==> src/rtl/idwm_pkg.sv <==
`default_nettype none
package idwm_pkg;

  localparam int unsigned ADDR_W      = 4;
  localparam int unsigned DATA_W      = 32;
  localparam int unsigned QUEUE_DEPTH = 2;

  // register indexes (byte address = 4 * index)
  localparam logic [1:0] REG_HALF_PERIOD = 2'd0;
  localparam logic [1:0] REG_ACK_TIMEOUT = 2'd1;
  localparam logic [1:0] REG_DEVICE_ADDR = 2'd2;

  localparam logic [15:0] HALF_PERIOD_RESET = 16'd4;
  localparam logic [7:0]  ACK_TIMEOUT_RESET = 8'd250;
  localparam logic [7:0]  DEVICE_ADDR_RESET = 8'h78;

  // request codes
  localparam logic [1:0] REQ_TICK = 2'd0;
  localparam logic [1:0] REQ_CMD  = 2'd1;
  localparam logic [1:0] REQ_DATA = 2'd2;

  // control byte sent after the address
  localparam logic [7:0] CTRL_CMD = 8'h00;
  localparam logic [7:0] CTRL_DAT = 8'h40;

  typedef struct packed {
    logic [15:0] half_period;
    logic [7:0]  ack_timeout;
    logic [7:0]  device_addr;
  } cfg_t;

  typedef struct packed {
    logic       start;
    logic       data_wr;
    logic [7:0] payload;
    logic       sda;
  } item_t;

  typedef struct packed {
    logic scl;
    logic sda;
    logic drv;
    logic busy;
    logic done;
    logic err;
  } res_t;

endpackage
`default_nettype wire

==> src/rtl/idwm_front.sv <==
`default_nettype none
module idwm_front #(
  parameter int unsigned DEPTH = idwm_pkg::QUEUE_DEPTH
) (
  input  wire logic            clk,
  input  wire logic            rst,
  input  wire logic            req_valid,
  output logic                 req_stall,
  input  wire logic [1:0]      req_type,
  input  wire logic [7:0]      payload_byte,
  input  wire logic            sda_in,
  output logic                 q_valid,
  output idwm_pkg::item_t      q_item,
  input  wire logic            q_pop
);

  localparam int unsigned IW = (DEPTH > 1) ? $clog2(DEPTH) : 1;
  localparam int unsigned CW = $clog2(DEPTH + 1);

  idwm_pkg::item_t mem [DEPTH];
  idwm_pkg::item_t item;
  logic [IW-1:0]   wr_ptr;
  logic [IW-1:0]   rd_ptr;
  logic [CW-1:0]   count;
  logic            push;

  // type 3 is a plain tick
  always_comb begin
    item.start   = (req_type == idwm_pkg::REQ_CMD) || (req_type == idwm_pkg::REQ_DATA);
    item.data_wr = (req_type == idwm_pkg::REQ_DATA);
    item.payload = payload_byte;
    item.sda     = sda_in;
  end

  assign req_stall = (count == CW'(DEPTH));
  assign push      = req_valid && !req_stall;
  assign q_valid   = (count != '0);
  assign q_item    = mem[rd_ptr];

  always_ff @(posedge clk) begin
    if (push) begin
      mem[wr_ptr] <= item;
    end
  end

  always_ff @(posedge clk) begin
    if (rst) begin
      wr_ptr <= '0;
      rd_ptr <= '0;
      count  <= '0;
    end else begin
      if (push) begin
        wr_ptr <= (wr_ptr == IW'(DEPTH - 1)) ? '0 : wr_ptr + 1'b1;
      end
      if (q_pop) begin
        rd_ptr <= (rd_ptr == IW'(DEPTH - 1)) ? '0 : rd_ptr + 1'b1;
      end
      case ({push, q_pop})
        2'b10:   count <= count + 1'b1;
        2'b01:   count <= count - 1'b1;
        default: count <= count;
      endcase
    end
  end

endmodule
`default_nettype wire

==> src/rtl/idwm_engine.sv <==
`default_nettype none
module idwm_engine (
  input  wire logic            clk,
  input  wire logic            rst,
  input  wire idwm_pkg::cfg_t  cfg,
  input  wire logic            q_valid,
  input  wire idwm_pkg::item_t q_item,
  output logic                 q_pop,
  output logic                 res_valid,
  input  wire logic            res_stall,
  output idwm_pkg::res_t       res
);

  typedef enum logic [3:0] {
    PH_IDLE     = 4'd0,
    PH_START_A  = 4'd1,
    PH_START_B  = 4'd2,
    PH_SETUP    = 4'd3,
    PH_BIT_LOW  = 4'd4,
    PH_BIT_HIGH = 4'd5,
    PH_ACK_LOW  = 4'd6,
    PH_ACK_HIGH = 4'd7,
    PH_ACK_WAIT = 4'd8,
    PH_ACK_TAIL = 4'd9,
    PH_STOP_A   = 4'd10,
    PH_STOP_B   = 4'd11,
    PH_ESTOP_A  = 4'd12,
    PH_ESTOP_B  = 4'd13
  } phase_t;

  phase_t      phase, phase_next, ph;
  logic [3:0]  bit_count, bit_count_next, bit_inc;
  logic [1:0]  byte_index, byte_index_next, byte_inc;
  logic [15:0] delay_count, delay_next, dly;
  logic [7:0]  ack_wait_count, ack_next;
  logic [7:0]  shift_byte, shift_next;
  logic [7:0]  held_payload, held_next;
  logic        is_data_write, data_next;
  logic        start, bitv, timed, elapsed;
  logic [16:0] dly_inc;
  logic [8:0]  ack_inc;
  idwm_pkg::res_t r;

  assign q_pop = q_valid && (!res_valid || !res_stall);

  always_comb begin
    start = q_item.start && (phase == PH_IDLE);
    ph    = start ? PH_START_A : phase;
    dly   = start ? '0 : delay_count;
    bitv  = start ? cfg.device_addr[7] : shift_byte[7];

    phase_next      = ph;
    delay_next      = dly;
    bit_count_next  = start ? '0 : bit_count;
    byte_index_next = start ? '0 : byte_index;
    ack_next        = start ? '0 : ack_wait_count;
    shift_next      = start ? cfg.device_addr : shift_byte;
    held_next       = start ? q_item.payload : held_payload;
    data_next       = start ? q_item.data_wr : is_data_write;

    dly_inc  = {1'b0, dly} + 17'd1;
    elapsed  = (dly_inc >= {1'b0, cfg.half_period});
    ack_inc  = {1'b0, ack_wait_count} + 9'd1;
    bit_inc  = bit_count + 4'd1;
    byte_inc = byte_index + 2'd1;
    timed    = 1'b1;

    r = '{scl: 1'b1, sda: 1'b1, drv: 1'b1, busy: 1'b1, done: 1'b0, err: 1'b0};

    case (ph)
      PH_IDLE: begin
        r.busy = 1'b0;
        timed  = 1'b0;
      end
      PH_START_A: begin
        if (elapsed) phase_next = PH_START_B;
      end
      PH_START_B: begin
        r.sda = 1'b0;
        if (elapsed) phase_next = PH_SETUP;
      end
      PH_SETUP: begin
        r.scl = 1'b0;
        r.sda = 1'b0;
        if (elapsed) phase_next = PH_BIT_LOW;
      end
      PH_BIT_LOW: begin
        r.scl = 1'b0;
        r.sda = bitv;
        if (elapsed) phase_next = PH_BIT_HIGH;
      end
      PH_BIT_HIGH: begin
        r.sda = bitv;
        if (elapsed) begin
          shift_next = {shift_byte[6:0], 1'b0};
          if (bit_inc >= 4'd8) begin
            bit_count_next = '0;
            phase_next     = PH_ACK_LOW;
          end else begin
            bit_count_next = bit_inc;
            phase_next     = PH_BIT_LOW;
          end
        end
      end
      PH_ACK_LOW: begin
        r.scl = 1'b0;
        r.drv = 1'b0;
        if (elapsed) phase_next = PH_ACK_HIGH;
      end
      PH_ACK_HIGH: begin
        r.drv = 1'b0;
        if (elapsed) begin
          ack_next   = '0;
          phase_next = PH_ACK_WAIT;
        end
      end
      PH_ACK_WAIT: begin
        // untimed: waits on the line, not on the delay counter
        r.drv = 1'b0;
        timed = 1'b0;
        if (!q_item.sda) begin
          ack_next   = '0;
          delay_next = '0;
          phase_next = PH_ACK_TAIL;
        end else if (ack_inc > {1'b0, cfg.ack_timeout}) begin
          ack_next   = '0;
          delay_next = '0;
          phase_next = PH_ESTOP_A;
        end else begin
          ack_next = ack_inc[7:0];
        end
      end
      PH_ACK_TAIL: begin
        r.scl = 1'b0;
        r.drv = 1'b0;
        if (elapsed) begin
          if (byte_index >= 2'd2) begin
            phase_next = PH_STOP_A;
          end else begin
            byte_index_next = byte_inc;
            if (byte_inc == 2'd1) begin
              shift_next = is_data_write ? idwm_pkg::CTRL_DAT : idwm_pkg::CTRL_CMD;
            end else begin
              shift_next = held_payload;
            end
            bit_count_next = '0;
            phase_next     = PH_BIT_LOW;
          end
        end
      end
      PH_STOP_A: begin
        r.scl = 1'b0;
        r.sda = 1'b0;
        if (elapsed) phase_next = PH_STOP_B;
      end
      PH_ESTOP_A: begin
        r.scl = 1'b0;
        r.sda = 1'b0;
        if (elapsed) phase_next = PH_ESTOP_B;
      end
      PH_STOP_B: begin
        r.sda = 1'b0;
        if (elapsed) begin
          r.done     = 1'b1;
          phase_next = PH_IDLE;
        end
      end
      PH_ESTOP_B: begin
        r.sda = 1'b0;
        if (elapsed) begin
          r.done     = 1'b1;
          r.err      = 1'b1;
          phase_next = PH_IDLE;
        end
      end
      default: begin
        r.busy     = 1'b0;
        timed      = 1'b0;
        delay_next = '0;
        phase_next = PH_IDLE;
      end
    endcase

    if (timed) begin
      delay_next = elapsed ? '0 : dly_inc[15:0];
    end
    // released line reads high
    if (!r.drv) r.sda = 1'b1;
  end

  always_ff @(posedge clk) begin
    if (rst) begin
      phase          <= PH_IDLE;
      bit_count      <= '0;
      byte_index     <= '0;
      delay_count    <= '0;
      ack_wait_count <= '0;
      shift_byte     <= '0;
      held_payload   <= '0;
      is_data_write  <= 1'b0;
      res_valid      <= 1'b0;
    end else begin
      if (q_pop) begin
        phase          <= phase_next;
        bit_count      <= bit_count_next;
        byte_index     <= byte_index_next;
        delay_count    <= delay_next;
        ack_wait_count <= ack_next;
        shift_byte     <= shift_next;
        held_payload   <= held_next;
        is_data_write  <= data_next;
        res_valid      <= 1'b1;
      end else if (!res_stall) begin
        res_valid <= 1'b0;
      end
    end
  end

  always_ff @(posedge clk) begin
    if (q_pop) begin
      res <= r;
    end
  end

endmodule
`default_nettype wire

==> src/rtl/i2c_display_write_master.sv <==
// Tick-driven I2C write master. Each accepted item is one bus tick and gives exactly one
// pin/status item, in order. A request item in the idle phase starts START, address byte,
// control byte (0x00 command, 0x40 data), payload byte and STOP; requests while busy are
// ignored. One item is taken per clock while req_stall is low; an item is written into the
// input queue, then the sequencer loads its result into the output register. The
// input queue holds QUEUE_DEPTH items, so req_stall rises only once res_stall has held
// the output back long enough to fill it. Registers at byte addresses 0 (half period),
// 4 (acknowledge timeout) and 8 (device address) are to be written by the user only while
// the block is idle; the block itself does not enforce this.
`default_nettype none
module i2c_display_write_master #(
  parameter int unsigned QUEUE_DEPTH = idwm_pkg::QUEUE_DEPTH
) (
  input  wire logic                          clk,
  input  wire logic                          rst,
  input  wire logic                          psel,
  input  wire logic                          penable,
  input  wire logic                          pwrite,
  input  wire logic [idwm_pkg::ADDR_W-1:0]   paddr,
  input  wire logic [idwm_pkg::DATA_W-1:0]   pwdata,
  output logic      [idwm_pkg::DATA_W-1:0]   prdata,
  output logic                               pready,
  input  wire logic                          req_valid,
  output logic                               req_stall,
  input  wire logic [1:0]                    req_type,
  input  wire logic [7:0]                    payload_byte,
  input  wire logic                          sda_in,
  output logic                               res_valid,
  input  wire logic                          res_stall,
  output logic                               scl_level,
  output logic                               sda_level,
  output logic                               sda_drive_enable,
  output logic                               busy_res,
  output logic                               done_res,
  output logic                               ack_error
);

  idwm_pkg::cfg_t  cfg;
  idwm_pkg::item_t q_item;
  idwm_pkg::res_t  res;
  logic            q_valid;
  logic            q_pop;
  logic [1:0]      reg_index;
  logic            wr_en;

  assign pready    = 1'b1;
  assign reg_index = paddr[3:2];
  assign wr_en     = psel && penable && pwrite && pready;

  always_ff @(posedge clk) begin
    if (rst) begin
      cfg.half_period <= idwm_pkg::HALF_PERIOD_RESET;
      cfg.ack_timeout <= idwm_pkg::ACK_TIMEOUT_RESET;
      cfg.device_addr <= idwm_pkg::DEVICE_ADDR_RESET;
    end else if (wr_en) begin
      case (reg_index)
        idwm_pkg::REG_HALF_PERIOD: cfg.half_period <= pwdata[15:0];
        idwm_pkg::REG_ACK_TIMEOUT: cfg.ack_timeout <= pwdata[7:0];
        idwm_pkg::REG_DEVICE_ADDR: cfg.device_addr <= pwdata[7:0];
        default: ;
      endcase
    end
  end

  always_comb begin
    case (reg_index)
      idwm_pkg::REG_HALF_PERIOD: prdata = {16'd0, cfg.half_period};
      idwm_pkg::REG_ACK_TIMEOUT: prdata = {24'd0, cfg.ack_timeout};
      idwm_pkg::REG_DEVICE_ADDR: prdata = {24'd0, cfg.device_addr};
      default:                   prdata = '0;
    endcase
  end

  idwm_front #(
    .DEPTH (QUEUE_DEPTH)
  ) u_front (
    .clk          (clk),
    .rst          (rst),
    .req_valid    (req_valid),
    .req_stall    (req_stall),
    .req_type     (req_type),
    .payload_byte (payload_byte),
    .sda_in       (sda_in),
    .q_valid      (q_valid),
    .q_item       (q_item),
    .q_pop        (q_pop)
  );

  idwm_engine u_engine (
    .clk       (clk),
    .rst       (rst),
    .cfg       (cfg),
    .q_valid   (q_valid),
    .q_item    (q_item),
    .q_pop     (q_pop),
    .res_valid (res_valid),
    .res_stall (res_stall),
    .res       (res)
  );

  assign scl_level        = res.scl;
  assign sda_level        = res.sda;
  assign sda_drive_enable = res.drv;
  assign busy_res         = res.busy;
  assign done_res         = res.done;
  assign ack_error        = res.err;

endmodule
`default_nettype wire

==> config.mk <==
export PLATFORM = sky130hd
export DESIGN_NAME = i2c_display_write_master
export DESIGN_NICKNAME = d
export VERILOG_FILES = /design/src/rtl/idwm_pkg.sv /design/src/rtl/idwm_front.sv /design/src/rtl/idwm_engine.sv /design/src/rtl/i2c_display_write_master.sv
export SDC_FILE = /design/constraint.sdc
export NUM_CORES = 1
export LEC_CHECK = 0
export BUFFER_PORTS_ARGS = -buffer_cell sky130_fd_sc_hd__buf_2
export CORE_MARGIN = 2
export CORE_UTILIZATION = 35
export DETAILED_ROUTE_END_ITERATION = 8
export SYNTH_ARGS = -nofsm -noshare
export SYNTH_HDL_FRONTEND = slang
export SYNTH_SLANG_ARGS = --single-unit
==> constraint.sdc <==
create_clock -name clk -period 6.3 [get_ports clk]
set_input_delay 0.315 -clock clk [delete_from_list [all_inputs] [get_ports clk]]
set_output_delay 0.315 -clock clk [all_outputs]
set_load 0.005 [all_outputs]
Word level (Yosys, flattened, before mapping)
Memories as Yosys holds them, arrays and structs flattened. A register that Yosys moved wholly into a read port is not among the register bits.
Cells that the tools add are included.
- add/sub/neg operators: 8
- magnitude comparators: 4
- equal/unequal tests: 22
- muxes and demuxes: 64
- reductions and logical operators: 27
- operators by type and width (kind ; number):
    16-bit 2-to-1 mux ; 5
    4-bit 2-to-1 mux ; 20
    8-bit 2-to-1 mux ; 9
    4-bit case mux with 13 select lines ; 1
    16-bit case mux with 3 select lines ; 1
    16-bit case mux with 2 select lines ; 1
    8-bit case mux with 2 select lines ; 2
    13-bit OR reduction ; 2
    4-bit == test (second input constant) ; 6
    16-bit by 1-bit adder with 17-bit output (second input constant) ; 1
    17-bit by 16-bit >= comparator with 1-bit output ; 1
    4-bit by 3-bit == test with 1-bit output (second input constant) ; 4
    1-bit 2-to-1 mux ; 14
    2-bit 2-to-1 mux ; 6
    12-bit OR reduction ; 1
    6-bit OR reduction ; 2
    8-bit by 1-bit adder with 9-bit output (second input constant) ; 1
    9-bit by 8-bit > comparator with 1-bit output ; 1
    2-bit by 1-bit == test with 1-bit output (second input constant) ; 4
    2-bit == test (second input constant) ; 4
    4-bit by 2-bit == test with 1-bit output (second input constant) ; 2
    4-bit zero test ; 2
    4-bit case mux with 2 select lines ; 1
    2-bit AND reduction ; 4
    18 further kinds ; 30
- bits in registers: 94
- bits in writable memories: 22
- bits of input ports: 54
- output and inout port bits: 41
- word-level logic and storage cells: 147
- memories kept: 1
- memories (memory ; words ; width ; rd ports ; clocked after memory_dff ; wr ports ; RTL line ; RTL):
    u_front.mem ; 2 ; 11 ; 1 ; 1 ; 1 ; idwm_front.sv:20 ; idwm_pkg::item_t mem [DEPTH];

Logic depth before layout (Yosys ltp)
- depth in word-level cells: 7
- mapped depth: 22
- mapped depth without buffers: 18

Hierarchy
Synthesis repeated with hierarchy kept, for this count alone.
- cell total of the unflattened synthesis: 766
- area total of the unflattened synthesis: 6710.2 µm²
- modules (own cells, without submodules) (module ; instances ; cells each ; area an instance (µm²) ; seq. area each (µm²)):
    idwm_engine ; 1 ; 511 ; 4028.9 ; 1221.2
    i2c_display_write_master ; 1 ; 193 ; 1652.8 ; 640.6
    idwm_front ; 1 ; 62 ; 1028.5 ; 760.7

Worst setup path after synthesis
No wires, ideal clock.
- kind: reg2reg
- start point: register u_engine.phase[0]
- end point: register u_engine.delay_count[13]
- library setup time: 117 ps
- arrival: 4624 ps
- data required time: 6183 ps
- setup slack: 1560 ps
- cell stages (with the launch flop): 23
- path buffers: 4
- period minus slack after synthesis: 4740 ps
- path through: dfxtp_1 > buf_4 > or3_4 > or3_1 > clkbuf_1 > clkbuf_1 > and2_1 > ha_1 > and3_1 > nand3_1 > nor2_1 > nand2_1 > xor2_1 > nor2_1 > ha_1 > nand4_1 > nor2_1 > o31ai_1 > a41oi_1 > nor2_4 > and3_1 > buf_4 > a22o_1
- longest elaborated chain between the ends: 7
- elaborated cells on any way between the ends: 28
- those cells by class: add/sub (1); order compare (1); eq/ne (13); mux (8); reduce/logical (5)
- ends and longest elaborated chain (item ; RTL line ; RTL):
    from (decl) ; idwm_engine.sv:31 ; phase_t phase, phase_next, ph;
    from (signal assigned) ; idwm_engine.sv:204 ; phase <= phase_next;
    4-bit zero test ; idwm_engine.sv:47 ; start = q_item.start && (phase == PH_IDLE);
    1-bit logical AND ; idwm_engine.sv:47 ;
    16-bit 2-to-1 mux or 4-bit 2-to-1 mux (tied branches) ; idwm_engine.sv:49, idwm_engine.sv:48 ;
    16-bit by 1-bit adder with 17-bit output (tied with other cells) ; idwm_engine.sv:61 ; dly_inc = {1'b0, dly} + 17'd1;
    17-bit by 16-bit >= comparator with 1-bit output (tied with other cells) ; idwm_engine.sv:62 ; elapsed = (dly_inc >= {1'b0, cfg.half_period});
    16-bit 2-to-1 mux (tied with other cells) ; idwm_engine.sv:185 ; delay_next = elapsed ? '0 : dly_inc[15:0];
    16-bit 2-to-1 mux (*) ; idwm_engine.sv:184 ; if (timed) begin
    to (signal assigned) ; idwm_engine.sv:207 ; delay_count <= delay_next;
    to (decl) ; idwm_engine.sv:34 ; logic [15:0] delay_count, delay_next, dly;
Every way passes the cells marked *; elsewhere a longest branch is shown, timed or not.
A chain may end at the register's enable or synchronous reset.

==> results.json <==
{
  "leakage_nw": 2.87,
  "finalClockSkew_ns": 0.00772,
  "cp_max_fo": 11,
  "antenna_cells": 0,
  "die_h_um": 139,
  "numPortBuffers": 59,
  "cts_resized": 0,
  "globalplace.congestion": 0.797,
  "layout-drive-gt1-share_pct": 14.6,
  "ys_ff_latch": 117,
  "yosys_warnings": 0,
  "clk_latency_ns": 0.42,
  "maxCapViolCount": 0,
  "worstPathArrival_ns": 5.72,
  "setup_viol": 0,
  "fin_hold_ws_ns": 0.0751,
  "dp_slack_ns": 0.964,
  "syn_to_final_growth_pct": 16.0,
  "dr_total_vias": 5266,
  "post_cts_buffers": 0,
  "ios": 95,
  "layout_commonest_cell": "nand2_1",
  "final.min_clock_period_ns": 5.42,
  "layout_common_cells": "nand2_1 (105), dfxtp_1 (89), nor2_1 (62)",
  "h-tree-depth": 4,
  "synth_area_per_cell_um2": 8.64,
  "synth_ff_type": "dfxtp_1",
  "cts_buffers": 17,
  "ant_nets": 0,
  "track_usage_pct": 16.6,
  "core_area_um2": 17900,
  "hold_viol_final": 0,
  "netlist_area_um2": 6350,
  "final_nets": 864,
  "p_total_w": 0.00258,
  "antenna_found_initial": 0,
  "status": "completed",
  "startpoint_type": "flop",
  "grt_pass1_wl_um": 25700,
  "seq_area_frac_synth_pct": 41.3,
  "cts.sinks": 117,
  "num_rows": 49,
  "slowest_delay_ns": 0.77,
  "layout_setup_ws_ns": 0.878,
  "ys_types": 65,
  "required_ns": 6.60,
  "crit_family": "simple AND/OR/NAND/NOR gates",
  "drtPass1Iterations": 5,
  "cts_tree": "done",
  "grt_pass1_vias": 5060,
  "worst_slew_pin_slew_ns": 1.21,
  "cts_root_buffer": "clkbuf_16",
  "powerDensity_nw_per_um2": 350,
  "synth-async-reset-ratio_pct": 0,
  "grt_max_degree": 51,
  "dr.first_iter.drc_count": 349,
  "avgViaCountPerCell": 5.15,
  "fill_cells": 1808,
  "dp_hpwl_um": 10900,
  "slew_violations": 0,
  "critPathCaptureType": "flop",
  "cts_buffer_depth": 2,
  "die_w_um": 139,
  "critical_path_class": "flop to flop",
  "die-area_um2": 19200,
  "synth-edff-count": 28,
  "setup_tns_ns": 0,
  "cp_cell_sequence": "buf_4 -> mux2i_1 -> or3_1 -> and2_1 -> ha_1 -> and3_1 -> nand3_1 -> nor3_1 -> xnor2_1 -> nor2_1 -> ha_1 -> nand4_1 -> nor2_1 -> o31ai_1 -> a41o_1 -> a21oi_1 -> mux2i_1 -> a31oi_1",
  "rsz0062_at_grt": "false",
  "wl_per_cell_um": 15.2,
  "overflow": 0,
  "clk_pin_slew_ns": 0.06,
  "initial_core_util_pct": 35.5,
  "timing.final.crit_share_pct": 86.1,
  "slowest_stage": "a21oi_1",
  "maxSlewHeadroom_pct": 19.3,
  "hold_buffers": 0,
  "critPathBufInv": 1,
  "syn-instance-count": 735,
  "drt-total-wl_um": 15600,
  "drc_errors": 0,
  "peakVddDrop_mv": 0.250,
  "fin_util_pct": 41.1,
  "min_path_type": "primary input to flop",
  "fmax_mhz": 184
}
## cells in the mapped netlist, types with 9 or more instances
cell type / number / area [µm²]
edfxtp_1: 28 / 841
mux2i_1: 33 / 330
o211ai_1: 10 / 75.1
a21oi_1: 41 / 205
dfxtp_1: 89 / 1780
nor2_1: 62 / 233
inv_1: 37 / 139
clkbuf_1: 29 / 109
nand4_1: 9 / 56.3
ha_1: 29 / 363
xor2_1: 13 / 114
nor3_1: 21 / 105
a211oi_1: 14 / 105
o21ai_0: 33 / 165
xnor2_1: 11 / 96.3
nand2_1: 105 / 394
buf_4: 20 / 150
nand3_1: 28 / 140
a22o_1: 16 / 140
## logic make-up (layout without fill, tap and decap cells)
family	after synthesis	after routing	synth area share, %
buffers and inverters	95	139	6.84
multiplexers	36	36	5.74
adder cells (fa/ha/maj)	29	29	5.72
XOR/XNOR	24	24	3.31
AO/OA/AOI/OAI	159	159	17.0
flip-flops	117	117	41.3
other	2	17	0.118
AND/OR/NAND/NOR	273	273	20.0
## flip-flops by register name, summed over array words and instances, names as in the netlist, named ones only
register,flops
cfg,32
u_engine.ack_wait_count,8
u_engine.bit_count,4
u_engine.byte_index,2
u_engine.delay_count,16
u_engine.held_payload,8
u_engine.is_data_write,1
u_engine.phase,4
u_engine.res,6
u_engine.res_valid,1
u_engine.shift_byte,8
u_front.count,2
u_front.mem,22
u_front.rd_ptr,1
u_front.wr_ptr,1
## final timing paths
| check | startpoint | endpoint | slack [ns] | cells past startpoint |
|---|---|---|---|---|
| hold / removal | payload_byte[7] | u_front.mem[1][8]$_DFFE_PP_ | 0.08 | 1 |
| setup / recovery | flop | u_engine.shift_byte[2]$_SDFFE_PP0P_ | 0.88 | 18 |
| hold reg to reg | cfg[31]$_SDFFE_PP0P_ | cfg[31]$_SDFFE_PP0P_ | 0.45 | 2 |
| setup reg to reg | flop | u_engine.shift_byte[2]$_SDFFE_PP0P_ | 0.88 | 18 |
## area by class of cell
| class | count | area (µm²) | area share [%] |
|---|---|---|---|
| timing repair buffer | 70 | 378 | 5.13 |
| sequential | 117 | 2620 | 35.6 |
| multi-input combinational | 538 | 3350 | 45.5 |
| inverter | 37 | 139 | 1.89 |
| clock buffer | 20 | 457 | 6.20 |
| tap | 229 | 287 | 3.89 |
| clock inverter | 12 | 130 | 1.77 |
## where the power goes
group	internal [W]	switching, W
sequential	0.000882	0.0000758
clock	0.000601	0.000355
combinational	0.000236	0.000427
total	0.00172	0.000858
## per-layer routing
metal  track usage [%]  share of wire, %
met1              21.9                48
met2              27.0                47
met3              3.90               4.2
met4              5.58               1.2
met5                 0                 0
## per-stage QoR
step	instance area, µm²	instances
detailed placement	6780	991
floorplan	6400	750
finish	7370	1023
CTS	7370	1023
global route	7370	1023
global placement	6780	991
(Power assumes the default switching activity.)
